==> config.mk <==
export PLATFORM = sky130hd
export DESIGN_NAME = pyu_front
export DESIGN_NICKNAME = d
export VERILOG_FILES = /design/src/design/pyu_pkg.sv /design/src/design/pyu_front.sv
export SDC_FILE = /design/constraint.sdc
export NUM_CORES = 2
export LEC_CHECK = 0
export BUFFER_PORTS_ARGS = -buffer_cell sky130_fd_sc_hd__buf_2
export CORE_MARGIN = 1
export CORE_UTILIZATION = 56
export DETAILED_ROUTE_END_ITERATION = 12
export GPL_ROUTABILITY_DRIVEN = 0
export MAX_ROUTING_LAYER = met4
export PLACE_DENSITY = 0.76
export SLEW_MARGIN = 30
export SYNTH_ARGS = -nofsm -noshare
export SYNTH_HDL_FRONTEND = slang
export SYNTH_SLANG_ARGS = --single-unit
export TNS_END_PERCENT = 20
==> constraint.sdc <==
create_clock -name clk -period 12.3 [get_ports clk]
set_input_delay 1.845 -clock clk [delete_from_list [all_inputs] [get_ports clk]]
set_output_delay 1.845 -clock clk [all_outputs]
set_load 0.03 [all_outputs]
==> src/design/pyu_pkg.sv <==
`timescale 1ns / 1ps
// ----------------------------------------------------------------------------
// pyu_pkg
// Shared types and constants of the damped Yee field update block.
// ----------------------------------------------------------------------------
package pyu_pkg;

    localparam int CFG_DATA_W  = 24;
    localparam int CFG_INDEX_W = 3;
    localparam int CENTER_W    = 14;
    localparam int INV_W       = 24;
    localparam int LIM_W       = 16;
    localparam int FIELD_W     = 32;
    localparam int COEFF_W     = 17;
    localparam int CURL_W      = 35;
    localparam int M_W         = 17;
    localparam int SQ_W        = 34;
    localparam int SQ_REM_W    = 20;
    localparam int ROOT_W      = 17;
    localparam int Q_W         = 16;
    localparam int MAG_W       = 16;
    localparam int A_W         = 18;
    localparam int FAC_W       = 20;
    localparam int CC_W        = 52;
    localparam int PF_W        = 52;
    localparam int NUM_W       = 56;
    localparam int DEN_W       = 19;
    localparam int QUO_W       = 32;
    localparam int QUEUE_DEPTH = 4;
    localparam int QPTR_W      = 2;
    localparam int QCNT_W      = 3;

    localparam logic [M_W-1:0]     ONE_Q16 = 17'h10000;
    localparam logic [DEN_W-1:0]   ONE_Q18 = 19'h40000;
    localparam logic [FIELD_W-1:0] INT_MAX = 32'h7fffffff;
    localparam logic [FIELD_W-1:0] INT_MIN = 32'h80000000;

    localparam logic [1:0] PROFILE_SPHERE = 2'd0;
    localparam logic [1:0] PROFILE_CYL_X  = 2'd1;
    localparam logic [1:0] PROFILE_CYL_Z  = 2'd2;

    localparam logic [1:0] OP_ELECTRIC = 2'd0;
    localparam logic [1:0] OP_HALF_MAG = 2'd1;
    localparam logic [1:0] OP_COUPLED  = 2'd2;

    typedef enum logic [CFG_INDEX_W-1:0] {
        REG_PROFILE_MODE = 3'd0,
        REG_CENTER_X     = 3'd1,
        REG_CENTER_Y     = 3'd2,
        REG_CENTER_Z     = 3'd3,
        REG_INV_RADIUS_X = 3'd4,
        REG_INV_RADIUS_Y = 3'd5,
        REG_INV_RADIUS_Z = 3'd6,
        REG_RADIUS_LIMIT = 3'd7
    } reg_idx_t;

    typedef enum logic [1:0] {
        KIND_ELECTRIC,
        KIND_HALF_MAG,
        KIND_COUPLED
    } kind_t;

    typedef struct packed {
        logic [1:0]       profile_mode;
        logic [INV_W-1:0] inv_x;
        logic [INV_W-1:0] inv_y;
        logic [INV_W-1:0] inv_z;
        logic [LIM_W-1:0] radius_limit;
    } cfg_t;

    typedef struct packed {
        kind_t                     kind;
        logic [M_W-1:0]            mx;
        logic [M_W-1:0]            my;
        logic [M_W-1:0]            mz;
        logic signed [FIELD_W-1:0] f;
        logic signed [CURL_W-1:0]  curl;
        logic [COEFF_W-1:0]        coeff;
    } item_t;

    typedef struct packed {
        kind_t                     kind;
        logic signed [FIELD_W-1:0] f;
        logic signed [CC_W-1:0]    cc;
        logic                      lim_zero;
        logic                      lim_sat;
    } carry_t;

    typedef struct packed {
        logic [SQ_W-1:0]     v;
        logic [SQ_REM_W-1:0] rem;
        logic [ROOT_W-1:0]   root;
    } sq_t;

    typedef struct packed {
        logic [M_W-1:0] rem;
        logic [Q_W-1:0] quo;
    } qd_t;

    typedef struct packed {
        logic [NUM_W-1:0] rem;
        logic [DEN_W-1:0] den;
        logic [QUO_W-1:0] quo;
        logic             neg;
        logic             ovf;
    } dv_t;

endpackage

==> src/design/pyu_front.sv <==
`timescale 1ns / 1ps
// ----------------------------------------------------------------------------
// pyu_front
// Intake stages: classify the pass, form axis offsets, scale and clamp them,
// and pre-sum the curl terms.
// ----------------------------------------------------------------------------
module pyu_front
    import pyu_pkg::*;
#(
    parameter int COORD_BITS = 14
)
(
    input  logic                      clk,
    input  logic                      rst_n,
    input  cfg_t                      cfg,
    input  logic [COORD_BITS-1:0]     center_x,
    input  logic [COORD_BITS-1:0]     center_y,
    input  logic [COORD_BITS-1:0]     center_z,
    input  logic                      in_valid,
    output logic                      in_ready,
    input  logic [1:0]                op,
    input  logic [COORD_BITS-1:0]     pos_x2,
    input  logic [COORD_BITS-1:0]     pos_y2,
    input  logic [COORD_BITS-1:0]     pos_z2,
    input  logic signed [FIELD_W-1:0] field_old,
    input  logic signed [FIELD_W-1:0] curl_a,
    input  logic signed [FIELD_W-1:0] curl_b,
    input  logic signed [FIELD_W-1:0] curl_c,
    input  logic signed [FIELD_W-1:0] curl_d,
    input  logic [COEFF_W-1:0]        curl_coeff,
    output item_t                     out_item,
    output logic                      out_valid,
    input  logic                      out_ready
);

    localparam int PROD_W = COORD_BITS + INV_W;
    localparam int SH_W   = PROD_W - 8;

    function automatic logic [COORD_BITS-1:0] abs_diff(
        input logic [COORD_BITS-1:0] p,
        input logic [COORD_BITS-1:0] c
    );
        return (p >= c) ? (p - c) : (c - p);
    endfunction

    function automatic logic [M_W-1:0] scale(
        input logic [COORD_BITS-1:0] d,
        input logic [INV_W-1:0]      inv
    );
        logic [PROD_W-1:0] prod;
        logic [SH_W-1:0]   sh;
        prod = PROD_W'(d) * PROD_W'(inv);
        sh   = prod[PROD_W-1:8];
        return (sh > SH_W'(ONE_Q16)) ? ONE_Q16 : sh[M_W-1:0];
    endfunction

    logic                       adv;
    logic                       f1_vld_reg;
    logic                       f2_vld_reg;
    logic [COORD_BITS-1:0]      dx_reg;
    logic [COORD_BITS-1:0]      dy_reg;
    logic [COORD_BITS-1:0]      dz_reg;
    kind_t                      kind_reg;
    kind_t                      kind_next;
    logic signed [FIELD_W-1:0]  f_reg;
    logic signed [FIELD_W:0]    ab_reg;
    logic signed [FIELD_W:0]    dc_reg;
    logic [COEFF_W-1:0]         coeff_reg;
    item_t                      item_reg;
    item_t                      item_next;

    assign adv       = !f2_vld_reg || out_ready;
    assign in_ready  = adv;
    assign out_valid = f2_vld_reg;
    assign out_item  = item_reg;

    always_comb
    begin
        case (op)
            OP_ELECTRIC: kind_next = KIND_ELECTRIC;
            OP_HALF_MAG: kind_next = KIND_HALF_MAG;
            default:     kind_next = KIND_COUPLED;
        endcase
    end

    always_ff @(posedge clk or negedge rst_n)
    begin
        if (!rst_n)
        begin
            f1_vld_reg <= 1'b0;
            f2_vld_reg <= 1'b0;
        end
        else if (adv)
        begin
            f1_vld_reg <= in_valid;
            f2_vld_reg <= f1_vld_reg;
        end
    end

    always_ff @(posedge clk)
    begin
        if (adv)
        begin
            dx_reg    <= abs_diff(pos_x2, center_x);
            dy_reg    <= abs_diff(pos_y2, center_y);
            dz_reg    <= abs_diff(pos_z2, center_z);
            kind_reg  <= kind_next;
            f_reg     <= field_old;
            ab_reg    <= (FIELD_W+1)'(curl_a) - (FIELD_W+1)'(curl_b);
            dc_reg    <= (FIELD_W+1)'(curl_d) - (FIELD_W+1)'(curl_c);
            coeff_reg <= curl_coeff;
        end
    end

    always_comb
    begin
        item_next.kind  = kind_reg;
        item_next.mx    = scale(dx_reg, cfg.inv_x);
        item_next.my    = scale(dy_reg, cfg.inv_y);
        item_next.mz    = scale(dz_reg, cfg.inv_z);
        item_next.f     = f_reg;
        item_next.curl  = CURL_W'(ab_reg) + CURL_W'(dc_reg);
        item_next.coeff = coeff_reg;
        if (cfg.profile_mode == PROFILE_CYL_X)
        begin
            item_next.mx = '0;
        end
        else if (cfg.profile_mode == PROFILE_CYL_Z)
        begin
            item_next.mz = '0;
        end
    end

    always_ff @(posedge clk)
    begin
        if (adv)
        begin
            item_reg <= item_next;
        end
    end

endmodule

==> impl_metrics.csv <==
group,metric,value,unit
timing,tightest_slew,1.03,ns
worst_setup_path,required,12.70,ns
detailed_routing,vias,36894,
grt,grtUsageTotal,0.271,
run,max-cap-violations,0,
die,io_pins,496,
clock_tree,postCtsSetupBuffers,0,
timing,clock-skew-final,0.0246,ns
final_layout,layoutNonFillerInstCount,6731,
clock_tree,cts-root-buf,"clkbuf_16",
clock_tree,ctsResizeCount,0,
clock_tree,cts.clk_slew.worst_paths,0.07,ns
logic_synthesis,avgSynthCellArea,9.45,µm²
worst_setup_path,r2r-end,"out_item[85]",
status,status,"complete, no violations",
grt,grt_max_degree,155,
placed_design,dp_cells,6641,
min_path,hold_class,"reg -> reg",
logic_synthesis,yosysWarningCount,0,
worst_setup_path,start_kind,"input port",
worst_setup_path,cp-endpoint,"out_item[85]",
detailed_routing,drc,0,
timing,slew_violations,0,
logic_synthesis,syn_nets,6812,
detailed_routing,final_antenna_net_count,0,
clock_tree,tritoncts,"done",
final_layout,nets,7160,
grt,grt_pass1_wl,189000,µm
placed_design,hpwl,91400,µm
worst_setup_path,path_class,"in -> reg",
die,initial_core_util,0.565,
worst_setup_path,crit_arrival,9.23,ns
detailed_routing,wl,115000,µm
worst_setup_path,worst_r2r_path_depth,23,
final_layout,drive_gt1_frac,0.111,
worst_setup_path,r2r_slack,4.04,ns
clock_tree,clock_path_buffers,3,
die,fp.coreArea,0.0868,mm²
clock_tree,h-tree-depth,2,
logic_synthesis,postSynthCellCount,5188,
logic_synthesis,syn_area,0.0490,mm²
placed_design,postPlaceCellArea,0.0522,mm²
worst_setup_path,endpoint_kind,"flip-flop",
timing,fmax,113,MHz
logic_synthesis,ys_seq_elements,297,
detailed_routing,routedWlPerCell,17.1,µm
die,rows,108,
clock_tree,clk_latency,0.57,ns
logic_synthesis,synth_cell_types,83,
grt,grt_overflow,0,
grt,first_global_vias,38533,
logic_synthesis,synth_ff_type,"edfxtp_1",
timing,rsz0062_at_grt,"no",
final_layout,design_area,0.0536,mm²
clock_tree,cts_buffers,36,
final_layout,largest_reg_flops,136,
detailed_routing,drtPass1Iterations,5,
grt,antenna_found_initial,11,
die,dieArea,0.0887,mm²
timing,finalSetupTns,0,ns
final_layout,fillerInstances,7345,
clock_tree,hold_buffers,0,
worst_setup_path,r2r-start,"dz_reg[8]",
clock_tree,numClockSinks,297,
worst_setup_path,critPathLaunch,"cfg[30]",
logic_synthesis,synthArstFlopShare,0.00673,
timing,finalSetupViolations,0,
worst_setup_path,cp_max_fo,14,
placed_design,port_buffers,479,
detailed_routing,avgViaCountPerCell,5.48,
detailed_routing,drtIter0Drc,2202,
timing,fin_crit_sh,0.718,
logic_synthesis,synth_edf_count,295,
timing,finalHoldViolCount,0,
logic_synthesis,ys_seq_area_frac,0.182,
timing,post-route-min-period,8.83,ns
final_layout,synthToLayoutAreaGrowth,9.41,%
die,die-height,298,µm
timing,hold_ws,0.394,ns
timing,max_slew_margin,0.313,
die,die_x,298,µm
layout by cell type (no fill, tap or decap), types with 8 or more instances in the layout:
master / count
a211oi_1: 20
a21boi_0: 10
a21o_1: 94
a21oi_1: 177
a31o_2: 9
a31oi_1: 23
and2_1: 457
and3_1: 15
and4_1: 8
buf_2: 479
clkbuf_16: 36
diode_2: 12
edfxtp_1: 295
fa_1: 789
ha_1: 478
inv_1: 1023
mux2_2: 17
mux2i_1: 26
nand2_1: 674
nand2b_1: 30
nand3_1: 48
nand4_1: 29
nor2_1: 169
nor2b_1: 32
nor3_1: 45
nor4_1: 8
o211ai_1: 12
o21a_1: 28
o21ai_0: 106
o21bai_1: 24
o31ai_1: 13
or2_2: 15
or3_1: 17
xnor2_1: 120
xor2_1: 66
final cells by class:
type | instances | area [µm²] | share of cell area
inverter | 1023 | 3840 | 0.0716
sequential | 297 | 8910 | 0.166
multi-input combinational | 3680 | 35600 | 0.663
tap | 1155 | 1450 | 0.0269
timing repair buffer | 498 | 2620 | 0.0489
clock inverter | 26 | 295 | 0.00550
clock buffer | 40 | 916 | 0.0171
antenna | 12 | 30.0 | 0.000560
synth_stat cells, drive strengths merged, types with 5 or more instances:
cell | number | area, µm²
nor3b | 5 | 37.5
and4 | 9 | 80.1
nor3 | 46 | 235
clkbuf | 186 | 698
a311oi | 6 | 52.6
a21boi | 10 | 75.1
fa | 789 | 15800
a31oi | 23 | 144
o21bai | 24 | 180
inv | 1023 | 3840
o22ai | 7 | 43.8
o211ai | 14 | 124
or3 | 17 | 106
o21ai | 108 | 541
o31ai | 13 | 97.6
o211a | 7 | 70.1
xnor2 | 120 | 1050
nand4 | 29 | 181
nor2b | 32 | 200
nor2 | 169 | 634
and3 | 18 | 116
a21o | 96 | 723
mux2i | 26 | 260
o21a | 28 | 210
a21oi | 179 | 903
a211oi | 21 | 163
edfxtp | 295 | 8860
ha | 478 | 5980
a31o | 10 | 96.4
nand3b | 8 | 72.6
nor4 | 9 | 71.3
nand3 | 48 | 240
or2 | 15 | 93.8
xor2 | 66 | 578
nand2b | 31 | 194
mux2 | 17 | 191
nor4b | 5 | 43.8
and2 | 457 | 2860
nand2 | 675 | 2540
per-stage QoR:
stage | util | worst slack [ns]
2_1_floorplan | - | 1.31
3_3_place_gp | 0.602 | 2.96
3_5_place_dp | 0.602 | 2.91
4_1_cts | 0.616 | 3.52
5_1_grt | 0.618 | 3.14
6_report | 0.618 | 3.47
routing by layer:
metal	up-vias	track usage	part of all wire
met2	1243	0.467	0.51
met5	-	-	0
li1	17034	-	-
met4	0	0.0788	0.027
met1	18388	0.332	0.40
met3	229	0.0367	0.065
worst min path at each step:
stage	cells after the start	startpoint	endpoint	slack (ns)
floorplan	0	coeff_reg[0]	out_item[0]	0.40
global placement	0	f_reg[0]	out_item[52]	0.40
detailed placement	0	coeff_reg[0]	out_item[0]	0.40
CTS	0	f_reg[0]	out_item[52]	0.39
global route	0	f_reg[15]	out_item[67]	0.42
finish	0	f_reg[0]	out_item[52]	0.39
worst max-delay path: stages:
cell and delay [ns]:
buf_2 0.22, and2_1 0.21, fa_1 0.53, inv_1 0.05, fa_1 0.48, inv_1 0.05
fa_1 0.48, fa_1 0.50, fa_1 0.50, inv_1 0.05, fa_1 0.53, inv_1 0.06
ha_1 0.32, a21o_1 0.19, a21oi_1 0.20, o21ai_0 0.15, nand2_1 0.12, o21a_1 0.30
nand3b_4 0.16, a31o_4 0.28, or4_1 0.49, a2111o_1 0.46, nor4_4 0.60, nand2_4 0.18
a211oi_2 0.25
cell families (layout without fill, tap and decap cells):
logic type	Yosys count	count (layout)	share of synthesized area
AO/OA/AOI/OAI	604	604	0.0806
flip-flops	297	297	0.182
adder cells (fa/ha/maj)	1267	1267	0.444
AND/OR/NAND/NOR	1580	1580	0.158
XOR/XNOR	186	186	0.0332
multiplexers	43	43	0.00921
buffers and inverters	1211	1587	0.0928
other	0	12	0
Power is not shown: default switching activity piles up to over one toggle a cycle in this logic, so the estimate is an artifact.
