File: config.mk
export PLATFORM = sky130hd
export DESIGN_NAME = pyu_queue
export DESIGN_NICKNAME = d
export VERILOG_FILES = /design/src/design/pyu_pkg.sv /design/src/design/pyu_queue.sv
export SDC_FILE = /design/constraint.sdc
export NUM_CORES = 1
export LEC_CHECK = 0
export ABC_AREA = 1
export BUFFER_PORTS_ARGS = -buffer_cell sky130_fd_sc_hd__buf_2
export CAP_MARGIN = 20
export CORE_AREA = 2 2 256 258
export DETAILED_ROUTE_END_ITERATION = 12
export DIE_AREA = 0 0 258 260
export SLEW_MARGIN = 30
export SYNTH_ARGS = -nofsm -noshare
export SYNTH_HDL_FRONTEND = slang
export SYNTH_SLANG_ARGS = --single-unit
File: constraint.sdc
create_clock -name clk -period 9.8 [get_ports clk]
set_input_delay 0 -clock clk [delete_from_list [all_inputs] [get_ports clk]]
set_output_delay 0 -clock clk [all_outputs]
set_load 0.05 [all_outputs]
File: src/design/pyu_pkg.sv
`timescale 1ns / 1ps
// ----------------------------------------------------------------------------
// pyu_pkg
// Shared types and constants of the damped Yee field update block.
// ----------------------------------------------------------------------------
package pyu_pkg;

    localparam int CFG_DATA_W  = 24;
    localparam int CFG_INDEX_W = 3;
    localparam int CENTER_W    = 14;
    localparam int INV_W       = 24;
    localparam int LIM_W       = 16;
    localparam int FIELD_W     = 32;
    localparam int COEFF_W     = 17;
    localparam int CURL_W      = 35;
    localparam int M_W         = 17;
    localparam int SQ_W        = 34;
    localparam int SQ_REM_W    = 20;
    localparam int ROOT_W      = 17;
    localparam int Q_W         = 16;
    localparam int MAG_W       = 16;
    localparam int A_W         = 18;
    localparam int FAC_W       = 20;
    localparam int CC_W        = 52;
    localparam int PF_W        = 52;
    localparam int NUM_W       = 56;
    localparam int DEN_W       = 19;
    localparam int QUO_W       = 32;
    localparam int QUEUE_DEPTH = 4;
    localparam int QPTR_W      = 2;
    localparam int QCNT_W      = 3;

    localparam logic [M_W-1:0]     ONE_Q16 = 17'h10000;
    localparam logic [DEN_W-1:0]   ONE_Q18 = 19'h40000;
    localparam logic [FIELD_W-1:0] INT_MAX = 32'h7fffffff;
    localparam logic [FIELD_W-1:0] INT_MIN = 32'h80000000;

    localparam logic [1:0] PROFILE_SPHERE = 2'd0;
    localparam logic [1:0] PROFILE_CYL_X  = 2'd1;
    localparam logic [1:0] PROFILE_CYL_Z  = 2'd2;

    localparam logic [1:0] OP_ELECTRIC = 2'd0;
    localparam logic [1:0] OP_HALF_MAG = 2'd1;
    localparam logic [1:0] OP_COUPLED  = 2'd2;

    typedef enum logic [CFG_INDEX_W-1:0] {
        REG_PROFILE_MODE = 3'd0,
        REG_CENTER_X     = 3'd1,
        REG_CENTER_Y     = 3'd2,
        REG_CENTER_Z     = 3'd3,
        REG_INV_RADIUS_X = 3'd4,
        REG_INV_RADIUS_Y = 3'd5,
        REG_INV_RADIUS_Z = 3'd6,
        REG_RADIUS_LIMIT = 3'd7
    } reg_idx_t;

    typedef enum logic [1:0] {
        KIND_ELECTRIC,
        KIND_HALF_MAG,
        KIND_COUPLED
    } kind_t;

    typedef struct packed {
        logic [1:0]       profile_mode;
        logic [INV_W-1:0] inv_x;
        logic [INV_W-1:0] inv_y;
        logic [INV_W-1:0] inv_z;
        logic [LIM_W-1:0] radius_limit;
    } cfg_t;

    typedef struct packed {
        kind_t                     kind;
        logic [M_W-1:0]            mx;
        logic [M_W-1:0]            my;
        logic [M_W-1:0]            mz;
        logic signed [FIELD_W-1:0] f;
        logic signed [CURL_W-1:0]  curl;
        logic [COEFF_W-1:0]        coeff;
    } item_t;

    typedef struct packed {
        kind_t                     kind;
        logic signed [FIELD_W-1:0] f;
        logic signed [CC_W-1:0]    cc;
        logic                      lim_zero;
        logic                      lim_sat;
    } carry_t;

    typedef struct packed {
        logic [SQ_W-1:0]     v;
        logic [SQ_REM_W-1:0] rem;
        logic [ROOT_W-1:0]   root;
    } sq_t;

    typedef struct packed {
        logic [M_W-1:0] rem;
        logic [Q_W-1:0] quo;
    } qd_t;

    typedef struct packed {
        logic [NUM_W-1:0] rem;
        logic [DEN_W-1:0] den;
        logic [QUO_W-1:0] quo;
        logic             neg;
        logic             ovf;
    } dv_t;

endpackage

File: src/design/pyu_queue.sv
`timescale 1ns / 1ps
// ----------------------------------------------------------------------------
// pyu_queue
// Short FIFO between intake and arithmetic stages.
// ----------------------------------------------------------------------------
module pyu_queue
    import pyu_pkg::*;
(
    input  logic  clk,
    input  logic  rst_n,
    input  item_t in_item,
    input  logic  in_valid,
    output logic  in_ready,
    output item_t out_item,
    output logic  out_valid,
    input  logic  out_ready
);

    item_t              mem_reg [QUEUE_DEPTH];
    logic [QPTR_W-1:0]  wr_ptr_reg;
    logic [QPTR_W-1:0]  rd_ptr_reg;
    logic [QCNT_W-1:0]  count_reg;
    logic               push;
    logic               pop;

    assign in_ready  = (count_reg != QCNT_W'(QUEUE_DEPTH));
    assign out_valid = (count_reg != '0);
    assign push      = in_valid && in_ready;
    assign pop       = out_valid && out_ready;
    assign out_item  = mem_reg[rd_ptr_reg];

    always_ff @(posedge clk or negedge rst_n)
    begin
        if (!rst_n)
        begin
            wr_ptr_reg <= '0;
            rd_ptr_reg <= '0;
            count_reg  <= '0;
        end
        else
        begin
            if (push)
            begin
                wr_ptr_reg <= wr_ptr_reg + 1'b1;
            end
            if (pop)
            begin
                rd_ptr_reg <= rd_ptr_reg + 1'b1;
            end
            if (push && !pop)
            begin
                count_reg <= count_reg + 1'b1;
            end
            else if (pop && !push)
            begin
                count_reg <= count_reg - 1'b1;
            end
        end
    end

    always_ff @(posedge clk)
    begin
        if (push)
        begin
            mem_reg[wr_ptr_reg] <= in_item;
        end
    end

endmodule

==> results of run 1 <==
[metrics by stage]
stage	utilization	setup WS, ns	cells	cell area, um^2	hold WS (ns)
after global routing	0.4297	6.069	2971	27550	0.1127
after floorplan	-	2.243	1657	22340	-0.2956
after CTS	0.4287	5.684	2967	27490	0.08919
final	0.4297	6.406	2972	27550	0.1470
after detailed placement	0.3775	6.347	2715	24200	-0.1288
after global placement	0.3771	6.464	2714	24180	-0.1324
[critical path, cell delays in order, from the launching register on]
cell	delay, ns
sky130_fd_sc_hd__dfrtp_1	0.50
sky130_fd_sc_hd__inv_16	0.31
sky130_fd_sc_hd__buf_4	0.70
sky130_fd_sc_hd__buf_6	0.61
sky130_fd_sc_hd__o211ai_1	0.17
sky130_fd_sc_hd__nand2_1	0.11
sky130_fd_sc_hd__buf_2	0.26
[area by class of cell]
type | instances | share of cell area
inverter | 290 | 0.04019
multi-input combinational | 722 | 0.1396
sequential | 555 | 0.6038
antenna | 3 | 0.0002725
clock inverter | 37 | 0.01144
timing repair buffer | 436 | 0.1095
tap | 855 | 0.03883
clock buffer | 74 | 0.05640
[cell usage in the layout (no fill, tap or decap), drive strengths merged]
| cell type | instances |
|---|---|
| fa | 1 |
| clkinvlp | 1 |
| o21ai | 1 |
| nand3 | 7 |
| nand4 | 1 |
| xnor2 | 1 |
| bufinv | 5 |
| edfxtp | 548 |
| diode | 3 |
| inv | 292 |
| buf | 295 |
| clkbuf | 74 |
| nor2 | 4 |
| dlygate4sd3 | 141 |
| o211ai | 274 |
| nand2 | 428 |
| ha | 5 |
| dfrtp | 7 |
| clkinv | 29 |
[where the power goes]
part	internal (W)	switching, W	total (W)	leakage (nW)
clock network	0.00125	0.000886	0.00214	0.915
logic	0.000849	0.00309	0.00394	4.94
registers	0.00312	0.000122	0.00325	5.10
[logic make-up after synthesis]
family          Yosys count  synth area share
flops                   555            0.7446
simple gates            440           0.07445
buf+inv                 380           0.08453
compound gates          275           0.09232
fa+ha+maj                 6          0.003697
xor+xnor                  1         0.0003922
[path summary, 6_finish.rpt]
check | from | endpoint | slack [ns] | cells past startpoint
min reg2reg | count_reg[2]$_DFFE_PN0P_ | count_reg[2]$_DFFE_PN0P_ | 0.55 | 2
max | rd_ptr_reg[0]$_DFFE_PN0P_ | out_item[69] | 6.41 | 6
min in group asynchronous | rst_n | wr_ptr_reg[1]$_DFFE_PN0P_ | 0.46 | 3
max in group asynchronous | rst_n | rd_ptr_reg[1]$_DFFE_PN0P_ | 8.98 | 3
max reg2reg | count_reg[0]$_DFFE_PN0P_ | mem_reg[3][111]$_DFFE_PP_ | 6.79 | 5
min | in_item[90] | mem_reg[1][90]$_DFFE_PP_ | 0.15 | 2
[synthesized netlist by cell type, drive strengths merged]
| cell | count | area, um^2 |
|---|---|---|
| xnor2 | 1 | 8.760 |
| buf | 85 | 778.2 |
| clkbuf | 5 | 18.77 |
| nand3 | 7 | 35.03 |
| edfxtp | 548 | 16460 |
| fa | 1 | 20.02 |
| ha | 5 | 62.56 |
| o211ai | 274 | 2057 |
| o21ai | 1 | 5.000 |
| nand2 | 428 | 1607 |
| nor2 | 4 | 15.01 |
| inv | 290 | 1091 |
| nand4 | 1 | 6.260 |
| dfrtp | 7 | 175.2 |
[routing by layer]
metal	vias to the layer above	global-route usage	part of all wire
met5	-	0	0.00048
met4	4	0.03886	0.018
met3	71	0.03645	0.059
met2	283	0.2419	0.49
met1	6467	0.1748	0.43
li1	6633	-	-
==> flow_results.xml, run 1 <==
<?xml version="1.0" encoding="UTF-8"?>
<metrics>
  <group name="status">
    <metric name="run_status" unit="">complete, no violations</metric>
  </group>
  <group name="layout">
    <metric name="largest_register_ffs" unit="">548</metric>
    <metric name="seq_area" unit="um^2">16630</metric>
    <metric name="final_nets" unit="">2211</metric>
    <metric name="num-fill-cells" unit="">5763</metric>
    <metric name="multi_input_area" unit="um^2">3846</metric>
    <metric name="layout-drive-gt1-share" unit="">0.1812</metric>
    <metric name="area_growth" unit="%">23.35</metric>
  </group>
  <group name="synth">
    <metric name="ys_seq_area_frac" unit="">0.7446</metric>
    <metric name="postSynthAreaPerCell" unit="um^2">13.48</metric>
    <metric name="ys.warnings.count" unit="">0</metric>
    <metric name="synth_nets" unit="">1804</metric>
    <metric name="synth_cell_type_count" unit="">17</metric>
    <metric name="netlist_area" unit="um^2">22340</metric>
    <metric name="syn-instance-count" unit="">1657</metric>
    <metric name="ys_ff_latch" unit="">555</metric>
  </group>
  <group name="power">
    <metric name="worst_ir_drop_vdd" unit="mV">0.2489</metric>
    <metric name="cellLeakagePower" unit="nW">10.96</metric>
    <metric name="power_per_cell_area" unit="nW/um^2">338.2</metric>
    <metric name="power" unit="W">0.009319</metric>
  </group>
  <group name="global_routing">
    <metric name="grt_pass1_wl" unit="mm">73.99</metric>
    <metric name="global_routing_usage_summed_across_all_routing_layers" unit="">0.1404</metric>
    <metric name="antenna_violations_before_repair" unit="">5</metric>
    <metric name="largest_net_degree_at_the_start_of_global_routing" unit="">290</metric>
    <metric name="grt-ovfl-total" unit="">0</metric>
    <metric name="number_of_global_route_vias_before_repair" unit="">13560</metric>
  </group>
  <group name="timing">
    <metric name="rsz0062_at_grt" unit="">no</metric>
    <metric name="period_needed" unit="ns">3.394</metric>
    <metric name="fmax" unit="MHz">294.7</metric>
    <metric name="finish_stage_setup_viols" unit="">0</metric>
    <metric name="worstMarginPinSlew" unit="ns">0.9904</metric>
    <metric name="setup_total_negative_slack" unit="ns">0</metric>
    <metric name="finalCritPeriodShare" unit="">0.3463</metric>
    <metric name="fin_skew" unit="ns">0.01819</metric>
    <metric name="finalHoldViolCount" unit="">0</metric>
    <metric name="timing_max_transition_violations_final" unit="">0</metric>
    <metric name="timing.slew.headroom" unit="">0.3398</metric>
  </group>
  <group name="routing">
    <metric name="via_count" unit="">13460</metric>
    <metric name="detail_route.wirelength" unit="mm">47.60</metric>
    <metric name="drt-pass1-iter-count" unit="">4</metric>
    <metric name="initialDrtViolationCount" unit="">762</metric>
    <metric name="detail_route.drc_violations" unit="">0</metric>
    <metric name="wire_per_inst" unit="um">16.02</metric>
    <metric name="route.antenna.remaining_nets" unit="">0</metric>
    <metric name="vias_per_cell" unit="">4.528</metric>
  </group>
  <group name="clocking">
    <metric name="cts-resized-gates" unit="">0</metric>
    <metric name="ctsHtreeMaxLevel" unit="">2</metric>
    <metric name="postCtsHoldBufs" unit="">141</metric>
    <metric name="buffer_count_from_post_cts_setup_fixing" unit="">0</metric>
    <metric name="clock-sinks" unit="">555</metric>
    <metric name="clk_path_buf_depth" unit="">3</metric>
    <metric name="worst_skew_pair.late_latency" unit="ns">0.60</metric>
    <metric name="cts-buffers-inserted" unit="">59</metric>
    <metric name="worst_setup_hold_path_clk_slew" unit="ns">0.06</metric>
    <metric name="cts_tree" unit="">built</metric>
    <metric name="cts.root.buffer_cell" unit="">sky130_fd_sc_hd__clkbuf_16</metric>
  </group>
  <group name="floorplan">
    <metric name="floorplan.io_pins" unit="">280</metric>
    <metric name="die_height" unit="um">260</metric>
    <metric name="initial_core_util" unit="">0.3484</metric>
    <metric name="die_w" unit="um">258</metric>
    <metric name="dieArea" unit="um^2">67080</metric>
    <metric name="core_area" unit="um^2">64120</metric>
    <metric name="std_cell_rows" unit="">93</metric>
  </group>
  <group name="worst_setup_path">
    <metric name="cp.required" unit="ns">9.80</metric>
    <metric name="setup.worst_path.start_class" unit="">flop</metric>
    <metric name="setup.worst_path.class" unit="">reg -&gt; out</metric>
    <metric name="worst_setup_path_end_kind" unit="">output port</metric>
    <metric name="critical_path_arrival" unit="ns">3.39</metric>
    <metric name="crit_fanout" unit="">106</metric>
  </group>
  <group name="place">
    <metric name="dpl.hpwl" unit="mm">26.41</metric>
    <metric name="gp_congestion" unit="">0.7324</metric>
    <metric name="buffer_ports.inserted" unit="">279</metric>
  </group>
  <group name="flow_run">
    <metric name="drv.max_cap_violation_count" unit="">0</metric>
  </group>
  <group name="min_path">
    <metric name="hold_class" unit="">in -&gt; reg</metric>
  </group>
</metrics>
Power figures use the tool's default switching activity.
==> inputs of run 2 (changes only) <==
Settings changed: ABC_AREA 1 to 0, CORE_AREA 2 2 256 258 to 2 2 244 246, DIE_AREA 0 0 258 260 to 0 0 246 248.
Clock period 9.8 ns to 3.3 ns, I/O delays scaled along.
==> flow_results.xml, run 2 <==
<?xml version="1.0" encoding="UTF-8"?>
<metrics>
  <group name="routing">
    <metric name="detail_route.drc_violations" unit="">0</metric>
    <metric name="vias_per_cell" unit="">4.697</metric>
    <metric name="wire_per_inst" unit="um">20.49</metric>
    <metric name="route.antenna.remaining_nets" unit="">0</metric>
    <metric name="detail_route.wirelength" unit="mm">42.00</metric>
    <metric name="drt-pass1-iter-count" unit="">5</metric>
    <metric name="initialDrtViolationCount" unit="">565</metric>
    <metric name="via_count" unit="">9628</metric>
  </group>
  <group name="global_routing">
    <metric name="global_routing_usage_summed_across_all_routing_layers" unit="">0.1379</metric>
    <metric name="antenna_violations_before_repair" unit="">3</metric>
    <metric name="number_of_global_route_vias_before_repair" unit="">10370</metric>
    <metric name="grt-ovfl-total" unit="">0</metric>
    <metric name="grt_pass1_wl" unit="mm">63.33</metric>
    <metric name="largest_net_degree_at_the_start_of_global_routing" unit="">51</metric>
  </group>
  <group name="timing">
    <metric name="worstMarginPinSlew" unit="ns">0.7001</metric>
    <metric name="timing_max_transition_violations_final" unit="">0</metric>
    <metric name="period_needed" unit="ns">2.707</metric>
    <metric name="fmax" unit="MHz">369.5</metric>
    <metric name="fin_skew" unit="ns">0.02525</metric>
    <metric name="timing.slew.headroom" unit="">0.5333</metric>
    <metric name="finish_stage_setup_viols" unit="">0</metric>
    <metric name="finalCritPeriodShare" unit="">0.8202</metric>
    <metric name="rsz0062_at_grt" unit="">no</metric>
    <metric name="setup_total_negative_slack" unit="ns">0</metric>
    <metric name="finalHoldViolCount" unit="">0</metric>
  </group>
  <group name="floorplan">
    <metric name="floorplan.io_pins" unit="">280</metric>
    <metric name="initial_core_util" unit="">0.3452</metric>
    <metric name="core_area" unit="um^2">58460</metric>
    <metric name="dieArea" unit="um^2">61010</metric>
    <metric name="die_w" unit="um">246</metric>
    <metric name="die_height" unit="um">248</metric>
    <metric name="std_cell_rows" unit="">89</metric>
  </group>
  <group name="clocking">
    <metric name="clock-sinks" unit="">555</metric>
    <metric name="cts-resized-gates" unit="">0</metric>
    <metric name="cts_tree" unit="">built</metric>
    <metric name="clk_path_buf_depth" unit="">3</metric>
    <metric name="cts.root.buffer_cell" unit="">sky130_fd_sc_hd__clkbuf_16</metric>
    <metric name="cts-buffers-inserted" unit="">56</metric>
    <metric name="postCtsHoldBufs" unit="">141</metric>
    <metric name="worst_skew_pair.late_latency" unit="ns">0.60</metric>
    <metric name="ctsHtreeMaxLevel" unit="">2</metric>
    <metric name="worst_setup_hold_path_clk_slew" unit="ns">0.06</metric>
    <metric name="buffer_count_from_post_cts_setup_fixing" unit="">0</metric>
  </group>
  <group name="worst_setup_path">
    <metric name="cp.required" unit="ns">3.30</metric>
    <metric name="critical_path_cell_by_cell" unit="">buf_4 &gt; mux4_2 &gt; buf_2</metric>
    <metric name="worst_r2r_path_cells" unit="">4</metric>
    <metric name="crit_fanout" unit="">31</metric>
    <metric name="crit_family" unit="">flip-flops</metric>
    <metric name="reg2reg_from" unit="">count_reg[0]$_DFFE_PN0P_</metric>
    <metric name="setup.worst_path.start_class" unit="">flop</metric>
    <metric name="worst_setup_path_end_kind" unit="">output port</metric>
    <metric name="worst-path-buf-inv" unit="">2</metric>
    <metric name="critical_path_arrival" unit="ns">2.71</metric>
    <metric name="reg2reg_setup_slack" unit="ns">1.12</metric>
    <metric name="reg2reg_to" unit="">mem_reg[1][1]$_DFFE_PP_</metric>
    <metric name="setup.worst_path.class" unit="">reg -&gt; out</metric>
    <metric name="timing.critical_path.slowest_stage_cell" unit="">sky130_fd_sc_hd__dfrtp_4</metric>
    <metric name="critPathMaxStageDelay" unit="ns">0.87</metric>
  </group>
  <group name="synth">
    <metric name="synthFlopType" unit="">sky130_fd_sc_hd__edfxtp_1</metric>
    <metric name="top_cells_by_instance_count_after_synthesis" unit="">548 x sky130_fd_sc_hd__edfxtp_1, 137 x sky130_fd_sc_hd__mux4_2, 15 x sky130_fd_sc_hd__buf_2</metric>
    <metric name="ys_ff_latch" unit="">555</metric>
    <metric name="synth_top_area_share" unit="">0.8154</metric>
    <metric name="synth_cell_type_count" unit="">19</metric>
    <metric name="ys_seq_area_frac" unit="">0.8241</metric>
    <metric name="synth.area.top_cells" unit="">sky130_fd_sc_hd__edfxtp_1 82%, sky130_fd_sc_hd__mux4_2 15%, sky130_fd_sc_hd__dfrtp_1 0.87%, sky130_fd_sc_hd__buf_6 0.73%, sky130_fd_sc_hd__buf_2 0.37%</metric>
    <metric name="syn-instance-count" unit="">751</metric>
    <metric name="synthArstFlopShare" unit="">0.01261</metric>
    <metric name="netlist_area" unit="um^2">20180</metric>
    <metric name="synth-edff-count" unit="">548</metric>
    <metric name="postSynthAreaPerCell" unit="um^2">26.87</metric>
    <metric name="yosys.cell_count.top_type" unit="">sky130_fd_sc_hd__edfxtp_1</metric>
    <metric name="synth_top_cell_by_area" unit="">sky130_fd_sc_hd__edfxtp_1</metric>
    <metric name="synth_nets" unit="">898</metric>
    <metric name="ys.warnings.count" unit="">0</metric>
  </group>
  <group name="power">
    <metric name="seq_power_share" unit="">0.370</metric>
    <metric name="worst_ir_drop_vdd" unit="mV">0.6476</metric>
    <metric name="netSwitchingFraction" unit="">0.3811</metric>
    <metric name="power" unit="W">0.02642</metric>
    <metric name="power_per_cell_area" unit="nW/um^2">1012</metric>
    <metric name="p_int" unit="W">0.01635</metric>
    <metric name="cellLeakagePower" unit="nW">8.934</metric>
    <metric name="combinationalPowerShare" unit="">0.381</metric>
    <metric name="power.share.clock" unit="">0.249</metric>
    <metric name="p_switching" unit="W">0.01007</metric>
  </group>
  <group name="min_path">
    <metric name="holdPathStages" unit="">2</metric>
    <metric name="hold_class" unit="">in -&gt; reg</metric>
    <metric name="hold_end" unit="">mem_reg[2][132]$_DFFE_PP_</metric>
    <metric name="hp-start" unit="">in_item[132]</metric>
  </group>
  <group name="place">
    <metric name="dpl.hpwl" unit="mm">24.91</metric>
    <metric name="gp_congestion" unit="">0.7264</metric>
    <metric name="placed_cells" unit="">1802</metric>
    <metric name="buffer_ports.inserted" unit="">279</metric>
  </group>
  <group name="status">
    <metric name="run_status" unit="">complete, no violations</metric>
  </group>
  <group name="flow_run">
    <metric name="drv.max_cap_violation_count" unit="">0</metric>
  </group>
  <group name="layout">
    <metric name="finish.cell_count_without_fillers" unit="">2050</metric>
    <metric name="largest_register_ffs" unit="">548</metric>
    <metric name="final_nets" unit="">1375</metric>
    <metric name="commonest_cells_after_routing_fill_and_taps_aside" unit="">548 x sky130_fd_sc_hd__edfxtp_1, 279 x sky130_fd_sc_hd__buf_2, 141 x sky130_fd_sc_hd__dlygate4sd3_1, 137 x sky130_fd_sc_hd__mux4_2, 57 x sky130_fd_sc_hd__clkbuf_16</metric>
    <metric name="layout-drive-gt1-share" unit="">0.4275</metric>
    <metric name="area_growth" unit="%">29.42</metric>
    <metric name="mostFrequentLayoutCell" unit="">sky130_fd_sc_hd__edfxtp_1</metric>
  </group>
</metrics>
==> run 2: cell types whose count changed after synthesis, sizes merged, moves of 2 or more <==
cell	delta
buf	-57
and2	+4
o211ai	-274
nor2	-2
xor2	+2
mux4	+137
clkbuf	-2
inv	-287
nand2	-426
nand3	-6
mux2	+2
xnor2	+3
==> run 2: metrics by stage <==
step / hold WS [ns] / util / instance area (um^2) / setup WS (ns)
finish: 0.1510 / 0.4468 / 26120 / 0.5933
global route: 0.1257 / 0.4467 / 26120 / 0.3795
CTS: 0.1039 / 0.4467 / 26110 / 0.4369
detailed placement: -0.1532 / 0.3896 / 22780 / 1.070
global placement: -0.1564 / 0.3896 / 22780 / 1.095
floorplan: -0.2956 / - / 20190 / 0.3895
==> run 2: layout make-up <==
cell class              count  area (um^2)
fillers                  4970        32340
repair buffers            450         3258
well taps                 773        967.2
clock buffers              61         1441
multi-input cells         162         3316
clock inverters            44        481.7
diodes                      2        5.005
inverters                   3        11.26
flip-flops and latches    555        16640
==> run 2: power by group through the flow <==
stage	Combinational (W)	Sequential [W]	Clock (W)
after global placement	0.0101	0.00990	0
after floorplan	0.00775	0.00972	0
after global routing	0.0106	0.00992	0.00705
after CTS	0.0103	0.00982	0.00676
final	0.0101	0.00978	0.00657
after detailed placement	0.0101	0.00997	0
==> run 2: per-layer routing <==
metal	routed length (um)	part of all wire	global-route usage	vias to the layer above
met4	809	0.019	0.03619	4
met1	18020	0.43	0.1861	5055
met2	20460	0.49	0.2233	270
met5	18	0.00043	0	-
li1	-	-	-	4233
met3	2682	0.064	0.03525	66
==> run 2: worst max path at each step <==
stage,from,endpoint,slack [ns],depth (start not counted)
2_1_floorplan,count_reg[0]$_DFFE_PN0P_,mem_reg[0][0]$_DFFE_PP_,0.39,3
3_3_place_gp,count_reg[0]$_DFFE_PN0P_,mem_reg[1][115]$_DFFE_PP_,1.09,4
3_5_place_dp,count_reg[0]$_DFFE_PN0P_,mem_reg[1][107]$_DFFE_PP_,1.07,4
4_1_cts,rd_ptr_reg[0]$_DFFE_PN0P_,out_item[69],0.44,3
5_1_grt,rd_ptr_reg[0]$_DFFE_PN0P_,out_item[56],0.38,3
6_report,rd_ptr_reg[0]$_DFFE_PN0P_,out_item[69],0.59,3
==> run 2: cells by family (layout without fill, tap and decap cells) <==
family	Yosys count	count (layout)	share of synthesized area
flops	555	555	0.8241
mux	139	139	0.1540
buf+inv	34	558	0.01215
simple gates	10	10	0.002542
fa+ha+maj	6	6	0.004092
xor+xnor	6	6	0.002604
compound gates	1	1	0.0005579
other cells	0	2	0
